<file path="src/dpc_pkg.sv">
// ----------------------------------------------------------------------------
// dpc_pkg: shared types and constants of the disparity to point cloud block
// Payload structs, register indexes and the job record passed front to back.
// ----------------------------------------------------------------------------
package dpc_pkg;

    localparam int FRAC_SHIFT = 8;
    localparam int SUBPIX     = 16;
    localparam int STEP_MAX   = 16;
    localparam logic [24:0] COUNT_MAX = 25'd16777216;

    typedef enum logic [2:0] {
        REG_FRAME_WIDTH   = 3'd0,
        REG_SAMPLING_STEP = 3'd1,
        REG_MIN_DISPARITY = 3'd2,
        REG_BASELINE_MM   = 3'd3,
        REG_FOCAL_PX      = 3'd4,
        REG_CENTER_X      = 3'd5,
        REG_CENTER_Y      = 3'd6,
        REG_COLOR_ENABLE  = 3'd7
    } t_reg_idx;

    typedef struct packed {
        logic [15:0] disparity;
        logic [7:0]  blue;
        logic [7:0]  green;
        logic [7:0]  red;
        logic        end_of_frame;
    } t_pix_in;

    typedef struct packed {
        logic               point_valid;
        logic signed [31:0] x_mm;
        logic signed [31:0] y_mm;
        logic signed [31:0] z_mm;
        logic [23:0]        color_word;
        logic               frame_done;
        logic [24:0]        points_in_frame;
    } t_point_out;

    // Job handed from the front end to the arithmetic back end.
    typedef struct packed {
        logic               kept;
        logic [15:0]        disparity;
        logic signed [18:0] diff_x;   // col*16 - cx
        logic signed [18:0] diff_y;   // row*16 - cy
        logic [23:0]        color_word;
        logic               frame_done;
        logic [24:0]        points_in_frame;
    } t_job;

endpackage

</file>
<file path="src/dpc_front.sv">
// ----------------------------------------------------------------------------
// dpc_front: raster counters and pixel selection
// Tracks column, row and sampling phases, decides which pixels are kept.
// ----------------------------------------------------------------------------
module dpc_front #(
    parameter int MAX_WIDTH  = 4096,
    parameter int MAX_HEIGHT = 4096
) (
    input  logic            i_clk,
    input  logic            i_rst_n,
    input  logic            i_take,
    input  dpc_pkg::t_pix_in i_pix,
    input  logic [12:0]     i_frame_width,
    input  logic [4:0]      i_sampling_step,
    input  logic [15:0]     i_min_disparity,
    input  logic [15:0]     i_center_x,
    input  logic [15:0]     i_center_y,
    input  logic            i_color_enable,
    output logic            o_emit,
    output dpc_pkg::t_job   o_job
);
    localparam int CW = $clog2(MAX_WIDTH);
    localparam int RW = $clog2(MAX_HEIGHT);

    logic [CW-1:0] r_col, n_col;
    logic [RW-1:0] r_row, n_row;
    logic [3:0]    r_cph, n_cph, r_rph, n_rph;
    logic [24:0]   r_cnt, n_cnt;
    logic [4:0]    step;
    logic [14:0]   width;
    logic          kept;
    logic [24:0]   cnt_inc;

    always_comb begin
        step = (i_sampling_step == 5'd0) ? 5'd1 :
               (i_sampling_step > 5'd16) ? 5'd16 : i_sampling_step;
        width = (i_frame_width == 13'd0) ? 15'd1 :
                ({2'b0, i_frame_width} > 15'(MAX_WIDTH)) ? 15'(MAX_WIDTH)
                                                       : {2'b0, i_frame_width};
        kept = (r_cph == 4'd0) && (r_rph == 4'd0) &&
               (i_pix.disparity >= i_min_disparity);
        cnt_inc = (kept && r_cnt < dpc_pkg::COUNT_MAX) ? r_cnt + 25'd1 : r_cnt;
        n_col = r_col; n_row = r_row; n_cph = r_cph; n_rph = r_rph; n_cnt = cnt_inc;
        if (i_pix.end_of_frame) begin
            n_col = '0; n_row = '0; n_cph = '0; n_rph = '0; n_cnt = '0;
        end else if (15'(r_col) + 15'd1 >= width) begin
            n_col = '0; n_cph = '0;
            if (32'(r_row) + 32'd1 >= 32'(MAX_HEIGHT)) begin
                n_row = '0; n_rph = '0;
            end else begin
                n_row = r_row + 1'b1;
                n_rph = ({1'b0, r_rph} + 5'd1 >= step) ? 4'd0 : r_rph + 4'd1;
            end
        end else begin
            n_col = r_col + 1'b1;
            n_cph = ({1'b0, r_cph} + 5'd1 >= step) ? 4'd0 : r_cph + 4'd1;
        end
        o_emit = kept || i_pix.end_of_frame;
        o_job.kept = kept;
        o_job.disparity = i_pix.disparity;
        o_job.diff_x = 19'($signed({1'b0, r_col, 4'b0})) - 19'($signed({3'b0, i_center_x}));
        o_job.diff_y = 19'($signed({1'b0, r_row, 4'b0})) - 19'($signed({3'b0, i_center_y}));
        o_job.color_word = (kept && i_color_enable) ?
                           {i_pix.blue, i_pix.green, i_pix.red} : 24'd0;
        o_job.frame_done = i_pix.end_of_frame;
        o_job.points_in_frame = i_pix.end_of_frame ? cnt_inc : 25'd0;
    end

    always_ff @(posedge i_clk) begin
        if (!i_rst_n) begin
            r_col <= '0; r_row <= '0; r_cph <= '0; r_rph <= '0; r_cnt <= '0;
        end else if (i_take) begin
            r_col <= n_col; r_row <= n_row; r_cph <= n_cph;
            r_rph <= n_rph; r_cnt <= n_cnt;
        end
    end
endmodule

</file>
<file path="src/dpc_fifo.sv">
// ----------------------------------------------------------------------------
// dpc_fifo: short job queue between front and back
// Two-entry register queue so either side can stall on its own.
// ----------------------------------------------------------------------------
module dpc_fifo (
    input  logic          i_clk,
    input  logic          i_rst_n,
    input  logic          i_push,
    input  dpc_pkg::t_job i_job,
    output logic          o_full,
    input  logic          i_pop,
    output logic          o_empty,
    output dpc_pkg::t_job o_job
);
    dpc_pkg::t_job r_mem [2];
    logic          r_wp, r_rp;
    logic [1:0]    r_cnt;

    assign o_full  = (r_cnt == 2'd2);
    assign o_empty = (r_cnt == 2'd0);
    assign o_job   = r_mem[r_rp];

    always_ff @(posedge i_clk) begin
        if (i_push) r_mem[r_wp] <= i_job;
    end

    always_ff @(posedge i_clk) begin
        if (!i_rst_n) begin
            r_wp <= 1'b0; r_rp <= 1'b0; r_cnt <= 2'd0;
        end else begin
            if (i_push) r_wp <= ~r_wp;
            if (i_pop)  r_rp <= ~r_rp;
            r_cnt <= r_cnt + {1'b0, i_push} - {1'b0, i_pop};
        end
    end
endmodule

</file>
<file path="src/dpc_back.sv">
// ----------------------------------------------------------------------------
// dpc_back: reprojection arithmetic
// Forms numerators, runs one restoring divider three times per point.
// ----------------------------------------------------------------------------
module dpc_back (
    input  logic              i_clk,
    input  logic              i_rst_n,
    input  logic              i_empty,
    input  dpc_pkg::t_job     i_job,
    output logic              o_pop,
    input  logic [15:0]       i_baseline_mm,
    input  logic [15:0]       i_focal_px,
    output logic              o_valid,
    input  logic              i_ready,
    output dpc_pkg::t_point_out o_pt
);
    typedef enum logic [5:0] {
        S_IDLE = 6'b000001, S_MUL1 = 6'b000010, S_MUL2 = 6'b000100,
        S_SETUP = 6'b001000, S_DIV = 6'b010000, S_OUT = 6'b100000
    } t_state;

    t_state        r_st;
    dpc_pkg::t_job r_job;
    logic [18:0]   r_mx, r_my;
    logic          r_nx, r_ny;
    logic [39:0]   r_mag [3];     // |num| before Q.8 shift
    logic [1:0]    r_sel;
    logic [47:0]   r_num;         // shifting numerator
    logic [16:0]   r_rem;
    logic [5:0]    r_bit;
    logic [47:0]   r_q;
    logic [31:0]   r_res [3];
    logic [34:0]   prod;
    logic [16:0]   trial;
    logic [31:0]   sat;
    logic          neg_sel;

    assign o_pop = (r_st == S_IDLE) && !i_empty;

    always_comb begin
        unique case (r_sel)
            2'd0:    prod = 35'(r_mx) * 35'(i_baseline_mm);
            2'd1:    prod = 35'(r_my) * 35'(i_baseline_mm);
            default: prod = 35'(i_baseline_mm) * 35'(i_focal_px);
        endcase
        trial = {r_rem[15:0], r_num[47]} - {1'b0, r_job.disparity};
        neg_sel = (r_sel == 2'd0) ? r_nx : (r_sel == 2'd1) ? r_ny : 1'b1;
        if (r_mag[r_sel] == 40'd0) sat = 32'd0;
        else if (neg_sel)
            sat = (r_q > 48'h80000000) ? 32'h80000000 : 32'(0 - r_q[31:0]);
        else
            sat = (r_q > 48'h7FFFFFFF) ? 32'h7FFFFFFF : r_q[31:0];
    end

    always_ff @(posedge i_clk) begin
        if (!i_rst_n) begin
            r_st <= S_IDLE; o_valid <= 1'b0;
        end else begin
            unique case (r_st)
                S_IDLE: if (!i_empty) begin
                    r_job <= i_job;
                    r_mx <= i_job.diff_x[18] ? 19'(-i_job.diff_x) : i_job.diff_x;
                    r_my <= i_job.diff_y[18] ? 19'(-i_job.diff_y) : i_job.diff_y;
                    r_nx <= !i_job.diff_x[18] && i_job.diff_x != 19'd0;
                    r_ny <= !i_job.diff_y[18] && i_job.diff_y != 19'd0;
                    r_sel <= 2'd0;
                    r_st <= i_job.kept ? S_MUL1 : S_OUT;
                    if (!i_job.kept) begin
                        r_res[0] <= '0; r_res[1] <= '0; r_res[2] <= '0;
                    end
                end
                S_MUL1: begin
                    r_mag[r_sel] <= 40'(prod);
                    if (r_sel == 2'd2) begin r_sel <= 2'd0; r_st <= S_SETUP; end
                    else r_sel <= r_sel + 2'd1;
                end
                S_SETUP: begin
                    r_num <= {r_mag[r_sel], 8'b0};
                    r_rem <= '0; r_q <= '0; r_bit <= 6'd48; r_st <= S_DIV;
                end
                S_DIV: begin
                    if (r_bit == 6'd0) begin
                        r_res[r_sel] <= (r_job.disparity == 16'd0 && r_mag[r_sel] != 40'd0)
                            ? (neg_sel ? 32'h80000000 : 32'h7FFFFFFF) : sat;
                        if (r_sel == 2'd2) r_st <= S_OUT;
                        else begin r_sel <= r_sel + 2'd1; r_st <= S_SETUP; end
                    end else begin
                        if (!trial[16]) begin
                            r_rem <= trial; r_q <= {r_q[46:0], 1'b1};
                        end else begin
                            r_rem <= {r_rem[15:0], r_num[47]}; r_q <= {r_q[46:0], 1'b0};
                        end
                        r_num <= {r_num[46:0], 1'b0};
                        r_bit <= r_bit - 6'd1;
                    end
                end
                S_OUT: if (!o_valid || i_ready) begin
                    o_valid <= 1'b1;
                    o_pt.point_valid <= r_job.kept;
                    o_pt.x_mm <= r_res[0]; o_pt.y_mm <= r_res[1];
                    o_pt.z_mm <= r_job.kept ? r_res[2] : 32'd0;
                    o_pt.color_word <= r_job.color_word;
                    o_pt.frame_done <= r_job.frame_done;
                    o_pt.points_in_frame <= r_job.points_in_frame;
                    r_st <= S_IDLE;
                end
                default: r_st <= S_IDLE;
            endcase
            if (o_valid && i_ready && r_st != S_OUT) o_valid <= 1'b0;
        end
    end
endmodule

</file>
<file path="src/disparity_to_point_cloud.sv">
// ----------------------------------------------------------------------------
// disparity_to_point_cloud: stereo disparity reprojection to 3D points
// Raster disparity pixels in, saturated Q.8 millimetre points out.
// ----------------------------------------------------------------------------
// A pixel that is dropped and does not end a frame is taken and gives no item,
// as long as the queue has room; while the queue is full every pixel waits. A
// kept pixel or a frame end passes a two-entry queue to the arithmetic unit,
// which does three multiplies and three 48-bit restoring divisions on one
// shared divider, one point at a time; the divider sets the rate. A frame end
// without a point skips the arithmetic and goes straight to the output state.
module disparity_to_point_cloud #(
    parameter int MAX_WIDTH  = 4096,
    parameter int MAX_HEIGHT = 4096
) (
    input  logic                i_clk,
    input  logic                i_rst_n,
    input  logic                i_valid,
    output logic                o_ready,
    input  dpc_pkg::t_pix_in    i_pix,
    output logic                o_valid,
    input  logic                i_ready,
    output dpc_pkg::t_point_out o_pt,
    input  logic                i_cfg_valid,
    output logic                o_cfg_ready,
    input  logic [2:0]          i_cfg_index,
    input  logic [15:0]         i_cfg_data
);
    logic [12:0] r_width;
    logic [4:0]  r_step;
    logic [15:0] r_mind, r_base, r_focal, r_cx, r_cy;
    logic        r_cen;
    logic        emit, full, empty, pop, take;
    dpc_pkg::t_job job_f, job_b;

    assign o_cfg_ready = 1'b1;

    // config writes, masked to register width
    always_ff @(posedge i_clk) begin
        if (!i_rst_n) begin
            r_width <= 13'd640; r_step <= 5'd4; r_mind <= 16'd160;
            r_base <= 16'd120; r_focal <= 16'd8000; r_cx <= 16'd5120;
            r_cy <= 16'd3840; r_cen <= 1'b1;
        end else if (i_cfg_valid) begin
            unique case (dpc_pkg::t_reg_idx'(i_cfg_index))
                dpc_pkg::REG_FRAME_WIDTH:   r_width <= i_cfg_data[12:0];
                dpc_pkg::REG_SAMPLING_STEP: r_step  <= i_cfg_data[4:0];
                dpc_pkg::REG_MIN_DISPARITY: r_mind  <= i_cfg_data;
                dpc_pkg::REG_BASELINE_MM:   r_base  <= i_cfg_data;
                dpc_pkg::REG_FOCAL_PX:      r_focal <= i_cfg_data;
                dpc_pkg::REG_CENTER_X:      r_cx    <= i_cfg_data;
                dpc_pkg::REG_CENTER_Y:      r_cy    <= i_cfg_data;
                dpc_pkg::REG_COLOR_ENABLE:  r_cen   <= i_cfg_data[0];
                default: ;
            endcase
        end
    end

    // front stalls whenever the queue is full, job or not
    assign o_ready = !full;
    assign take    = i_valid && o_ready;

    dpc_front #(.MAX_WIDTH(MAX_WIDTH), .MAX_HEIGHT(MAX_HEIGHT)) u_front (
        .i_clk, .i_rst_n, .i_take(take), .i_pix,
        .i_frame_width(r_width), .i_sampling_step(r_step),
        .i_min_disparity(r_mind), .i_center_x(r_cx), .i_center_y(r_cy),
        .i_color_enable(r_cen), .o_emit(emit), .o_job(job_f)
    );

    dpc_fifo u_fifo (
        .i_clk, .i_rst_n, .i_push(take && emit), .i_job(job_f), .o_full(full),
        .i_pop(pop), .o_empty(empty), .o_job(job_b)
    );

    dpc_back u_back (
        .i_clk, .i_rst_n, .i_empty(empty), .i_job(job_b), .o_pop(pop),
        .i_baseline_mm(r_base), .i_focal_px(r_focal),
        .o_valid, .i_ready, .o_pt
    );

    a_no_pop_empty: assert property (@(posedge i_clk) disable iff (!i_rst_n)
        pop |-> !empty) else $error("queue popped while empty");
    a_no_push_full: assert property (@(posedge i_clk) disable iff (!i_rst_n)
        full |-> !o_ready) else $error("input accepted with queue full");
    a_count_zero: assert property (@(posedge i_clk) disable iff (!i_rst_n)
        (o_valid && !o_pt.frame_done) |-> (o_pt.points_in_frame == 25'd0))
        else $error("count shown without frame end");
endmodule

</file>
<file path="config.mk">
export PLATFORM = sky130hd
export DESIGN_NAME = disparity_to_point_cloud
export DESIGN_NICKNAME = d
export VERILOG_FILES = /design/src/dpc_pkg.sv /design/src/dpc_front.sv /design/src/dpc_fifo.sv /design/src/dpc_back.sv /design/src/disparity_to_point_cloud.sv
export SDC_FILE = /design/constraint.sdc
export NUM_CORES = 2
export LEC_CHECK = 0
export BUFFER_PORTS_ARGS = -buffer_cell sky130_fd_sc_hd__buf_2
export CAP_MARGIN = 20
export CORE_ASPECT_RATIO = 1.75
export CORE_MARGIN = 2
export CORE_UTILIZATION = 39
export DETAILED_ROUTE_END_ITERATION = 7
export GPL_TIMING_DRIVEN = 0
export PLACE_DENSITY = 0.5
export SETUP_SLACK_MARGIN = 0.4
export SYNTH_ARGS = -nofsm -noshare
export SYNTH_HDL_FRONTEND = slang
export SYNTH_HIERARCHICAL = 1
export SYNTH_SLANG_ARGS = --single-unit
</file>
<file path="constraint.sdc">
create_clock -name i_clk -period 9.9 [get_ports i_clk]
set_input_delay 1.98 -clock i_clk [delete_from_list [all_inputs] [get_ports i_clk]]
set_output_delay 1.98 -clock i_clk [all_outputs]
set_load 0.005 [all_outputs]
</file>
== Word level (Yosys, flattened, before mapping) ==
Memory sizes are Yosys's and may differ from the RTL's. A register that Yosys moved wholly into a read port is not among the register bits.
Index checks and enable logic that the tools add are counted.
Word-level totals
  flip-flop bits (word level): 445
  latch bits: 0
  memory bits (writable): 411
  memory bits (read-only): 0
  input port bits: 65
  output and inout bits: 150
  logic and storage cells: 225
  memories: 3
Memories
  u_fifo.r_mem: words 2, bits a word 105, rd ports 1, clocked after Yosys merged registers in 1, wr ports 1, line dpc_fifo.sv:15  | dpc_pkg::t_job r_mem [2];
  u_back.r_mag: words 3, bits a word 35, rd ports 1, clocked after Yosys merged registers in 1, wr ports 1, line dpc_back.sv:26  | logic [39:0] r_mag [3];
  u_back.r_res: words 3, bits a word 32, rd ports 3, clocked after Yosys merged registers in 3, wr ports 3, line dpc_back.sv:32  | logic [31:0] r_res [3];
Operators by class
  $add $sub $neg: 19
  multipliers: 3
  divide/modulo/power cells: 0
  $lt $le $gt $ge: 10
  equality and inequality tests: 22
  shift-type cells: 0
  multiplexer cells: 73
  bitwise operators: 4
  reductions and logical operators: 53
Operators by type and width (count)
  $mux W32: 7
  $pmux W48 S2: 2
  $mux W48: 2
  $mux W25: 3
  $mul A19 B16 Y35: 2
  $pmux W35 S2: 1
  $mux W12: 5
  $gt A48 B31 Y1 const B: 1
  $gt A48 B32 Y1 const B: 1
  $mux W6: 7
  $logic_not A40 Y1: 1
  $reduce_bool A40 Y1: 1
  $neg A19 Y19: 2
  $reduce_bool A19 Y1: 2
  $mux W18: 2
  $sub A16 B16 Y17: 2
  $ge A32 B13 Y1 const B: 1
  $mul A16 B16 Y32: 1
  $mux W16: 2
  $pmux W16 S2: 1
  $reduce_or A32 Y1: 1
  $sub A1 B32 Y32 const A: 1
  $pmux W6 S5: 1
  $mux W4: 7
  55 further kinds: 128

== Logic depth before layout (Yosys ltp) ==
  word-level depth: 8
  mapped depth: 25
  gate-level depth less buffers: 23

== Modules after synthesis ==
Netlist, hierarchy kept.
Modules (own cells, without submodules)
  dpc_back: times used 1, cells an instance 4945, area an instance 51718.4 µm²
  dpc_fifo: times used 1, cells an instance 348, area an instance 8052.7 µm²
  dpc_front: times used 1, cells an instance 857, area an instance 6341.1 µm²
  disparity_to_point_cloud: times used 1, cells an instance 366, area an instance 3796.1 µm²

== Least setup slack after synthesis ==
No wires, ideal clock.
  path kind: input to register
  start point: in i_rst_n
  end point: reg, netlist name u_back/o_pt[0]
  library setup time: 655 ps
  arrival: 8361 ps
  required time: 9245 ps
  setup slack: 884 ps
  cell stages on the path: 3
  cells stage by stage: clkbuf_1 > nand2_1 > nor2_1
Between the ends
  longest elaborated chain between the ends: 1
RTL lines
  start: declaration: line disparity_to_point_cloud.sv:16  | input logic i_rst_n,
  $reduce_and A3 Y1 (no source line)
No other way between the ends.
A chain may end at the register's enable or synchronous reset.

== Worst setup path after layout ==
  start point: reg r_base[11]
  end point: mem u_back/r_mag[0][29] (netlist name), data pin
Between the ends
  longest elaborated chain between the ends: 2
RTL lines
  start: declaration: line disparity_to_point_cloud.sv:30  | logic [15:0] r_mind, r_base, r_focal, r_cx, r_cy;
  start signal: assignment: line disparity_to_point_cloud.sv:48  | dpc_pkg::REG_BASELINE_MM: r_base <= i_cfg_data;
  $mul A19 B16 Y35 (tied with other cells): line dpc_back.sv:43  | 2'd1: prod = 35'(r_my) * 35'(i_baseline_mm);
  $pmux W35 S2 *: line dpc_back.sv:41  | unique case (r_sel)
  named net u_back.prod[29]: line dpc_back.sv:33  | logic [34:0] prod;
  end: declaration: line dpc_back.sv:26
The timed path passes the listed nets; every way through them passes the cells marked *.

==> results.sh <==
export IMPL_drive_gt1_frac=0.0944
export IMPL_grt_pass1_wl_mm=342
export IMPL_die_area_um2=183000
export IMPL_fin_crit_sh=0.905
export IMPL_hold_path_end="u_back/o_pt[29]$_DFFE_PP_"
export IMPL_drc=0
export IMPL_dr_total_vias=48400
export IMPL_core_area_um2=178000
export IMPL_fin_area_um2=77900
export IMPL_skew_ns=0.0401
export IMPL_crit_type="flop to flop"
export IMPL_portBuffers=213
export IMPL_synth_seq_cells=946
export IMPL_yosys_top_cells_count="inv_1, nand2_1, edfxtp_1"
export IMPL_rsz0062_at_grt="false"
export IMPL_hold_buffers=0
export IMPL_finalHoldWorstSlack_ns=0.416
export IMPL_seq_power_share=0.249
export IMPL_clk_path_buf_depth=3
export IMPL_first_global_vias=51600
export IMPL_synth_area_leaders="edfxtp_1, fa_1, ha_1"
export IMPL_peakVddDrop_v=0.000404
export IMPL_reg2reg_to="u_back/r_mag[0][29]$_DFFE_PP_"
export IMPL_numCtsBuffers=92
export IMPL_hp_class="flop to flop"
export IMPL_vias_per_cell=5.18
export IMPL_post_cts_buffers=0
export IMPL_placed_area_um2=74700
export IMPL_grt_ovfl_total=0
export IMPL_postLayoutCoreUtil=0.437
export IMPL_syn_area_um2=69900
export IMPL_power_density_nw_per_um2=268
export IMPL_fin_total_pwr_mw=20.9
export IMPL_switching_power_mw=9.88
export IMPL_cp_max_fo=10
export IMPL_clk_pin_slew_ns=0.06
export IMPL_worst_slew_pin_slew_ns=1.30
export IMPL_cp_top_family="adder cells"
export IMPL_crit_required_ns=10.26
export IMPL_synthFlopType="edfxtp_1"
export IMPL_yosysUniqueCellTypes=121
export IMPL_grt_antenna_before_repair=13
export IMPL_synth_top_area_share=0.334
export IMPL_drv_cap=0
export IMPL_hold_depth=0
export IMPL_p_comb_frac=0.579
export IMPL_rr_startpoint="r_base[11]$_SDFFE_PN0P_"
export IMPL_syn_avg_cell_area_um2=10.7
export IMPL_synth_seq_area_share=0.382
export IMPL_cts_resized=0
export IMPL_cts_tree="yes"
export IMPL_drt_pass1_iter_count=5
export IMPL_hold_violations=0
export IMPL_crit_arrival_ns=9.32
export IMPL_maxSlewViolCount=0
export IMPL_rows=205
export IMPL_postRouteAntennaNets=0
export IMPL_netlist_instances=6516
export IMPL_fillers=17100
export IMPL_max_stage_delay_ns=0.83
export IMPL_p_sw_frac=0.474
export IMPL_power_leakage_nw=33.6
export IMPL_yosysTopAreaCell="edfxtp_1"
export IMPL_internal_power_mw=11.0
export IMPL_yosysWarnings=6
export IMPL_gp_congestion=0.988
export IMPL_min_delay_start="u_back/r_job[29]$_DFFE_PP_"
export IMPL_synth_edff_count=777
export IMPL_cp_start_kind="flop"
export IMPL_cp_end_kind="flop"
export IMPL_status="finished, final reports clean"
export IMPL_dp_hpwl_mm=192
export IMPL_area_growth_pct=11.4
export IMPL_slew_headroom=0.133
export IMPL_cts_htree_levels=3
export IMPL_pwr_share_clk=0.172
export IMPL_fmax_mhz=112
export IMPL_path_common_cell="fa_1"
export IMPL_postRouteWirelength_mm=236
export IMPL_clkSinkCount=946
export IMPL_ios=215
export IMPL_cts_root_buffer="clkbuf_16"
export IMPL_start_util=0.392
export IMPL_drtIter0Drc=2580
export IMPL_chipHeight_um=564
export IMPL_yosysMostFrequentCell="inv_1"
export IMPL_detail_route_wl_per_cell_um=25.3
export IMPL_nNetsFinal=8018
export IMPL_die_width_um=324
export IMPL_path_buf_inv=5
export IMPL_setup_viol=0
export IMPL_synthArstFlopShare=0
export IMPL_syn_num_nets=7665
export IMPL_r2r_cells=22
export IMPL_worstPathCellList="clkbuf_1, clkbuf_1, nand2_1, fa_1, inv_1, fa_1, fa_1, fa_1, fa_1, inv_1, fa_1, inv_1, ha_1, nand2_1, o21ai_0, o41ai_1, a21oi_1, a31o_2, nor2_1, o21ai_0, xnor2_1, o221ai_1"
export IMPL_layout_min_cycle_time_ns=8.96
export IMPL_reg2reg_slack_ns=0.94
export IMPL_grt_max_degree=62
export IMPL_clk_latency_ns=0.73
export IMPL_track_usage=0.261
export IMPL_slowest_stage="clkbuf_1"
-- power groups by stage --
stage	Combinational, mW	Sequential [mW]	Clock (mW)
floorplan	7.44	5.18	0
global placement	11.8	5.34	0
detailed placement	11.9	5.27	0
CTS	12.0	5.19	3.70
global route	13.0	5.21	3.82
finish	12.1	5.19	3.60
-- routing by layer --
| metal | wire length [um] | global-route usage | up-vias |
|---|---|---|---|
| met5 | 62 | 0 | - |
| met4 | 23900 | 0.213 | 10 |
| met2 | 127000 | 0.496 | 1408 |
| met3 | 9210 | 0.0353 | 564 |
| met1 | 76300 | 0.246 | 24200 |
| li1 | - | - | 22200 |
-- kinds of logic after synthesis --
family | count (synthesis) | synth area share
AO/OA/AOI/OAI | 686 | 0.0647
XOR/XNOR | 197 | 0.0249
adder cells (fa/ha/maj) | 1084 | 0.266
buffers and inverters | 1224 | 0.0697
flip-flops | 946 | 0.382
multiplexers | 264 | 0.0424
other | 1 | 0.0000536
AND/OR/NAND/NOR | 2114 | 0.150
-- sequential cells by signal (all words and copies together) (netlist names), 5 cells and up, named ones only --
name           flops
r_width           13
u_back/r_num      40
r_mind            16
r_cy              16
r_step             5
u_back/r_res      96
u_back/r_st        5
u_front/r_cnt     25
r_base            16
u_fifo/r_mem     210
u_back/r_mx       19
r_cx              16
u_back/r_bit       6
r_focal           16
u_front/r_col     12
u_back/r_my       19
u_back/r_mag     105
u_back/o_pt      147
u_back/r_q        48
u_front/r_row     12
u_back/r_rem      16
u_back/r_job      67
-- area by class of cell --
cell class / count / area, um^2 / area share
multi-input combinational: 4346 / 38400 / 0.493
buffer: 327 / 1510 / 0.0194
timing repair buffer: 259 / 1860 / 0.0239
sequential: 946 / 26700 / 0.343
tap: 2380 / 2980 / 0.0382
antenna: 13 / 32.5 / 0.000418
inverter: 897 / 3370 / 0.0432
clock buffer: 114 / 2480 / 0.0318
clock inverter: 57 / 568 / 0.00729
-- metrics by stage --
step	setup TNS [ns]	std cells	setup WS [ns]
2_1_floorplan	0	6516	0.884
3_3_place_gp	-895.05	9109	-3.79
3_5_place_dp	0	9150	1.09
4_1_cts	0	9321	1.08
5_1_grt	0	9329	0.809
6_report	0	9339	0.942
-- worst max-delay path by stage --
stage / startpoint / to / slack [ns] / depth (start not counted)
floorplan: i_rst_n / u_back/o_pt[0]$_DFFE_PP_ / 0.88 / 3
global placement: i_rst_n / u_back/o_pt[43]$_DFFE_PP_ / -3.79 / 4
detailed placement: r_base[11]$_SDFFE_PN0P_ / u_back/r_mag[1][29]$_DFFE_PP_ / 1.09 / 22
CTS: r_base[11]$_SDFFE_PN0P_ / u_back/r_mag[1][29]$_DFFE_PP_ / 1.08 / 22
global route: r_base[11]$_SDFFE_PN0P_ / u_back/r_mag[0][29]$_DFFE_PP_ / 0.81 / 22
finish: r_base[11]$_SDFFE_PN0P_ / u_back/r_mag[0][29]$_DFFE_PP_ / 0.94 / 22
-- cell usage in the layout (no fill, tap or decap), drive strengths merged, types with 73 or more instances in the layout --
| cell | instances |
|---|---|
| buf | 330 |
| ha | 417 |
| and2 | 496 |
| a21oi | 200 |
| o21ai | 145 |
| xnor2 | 123 |
| nor2b | 76 |
| xor2 | 73 |
| inv | 906 |
| fa | 667 |
| mux2 | 109 |
| edfxtp | 777 |
| nand3 | 75 |
| mux2i | 155 |
| nor2 | 303 |
| dfxtp | 169 |
| nand2 | 824 |
| clkbuf | 370 |
No activity file was read; power rests on OpenSTA's default activity.
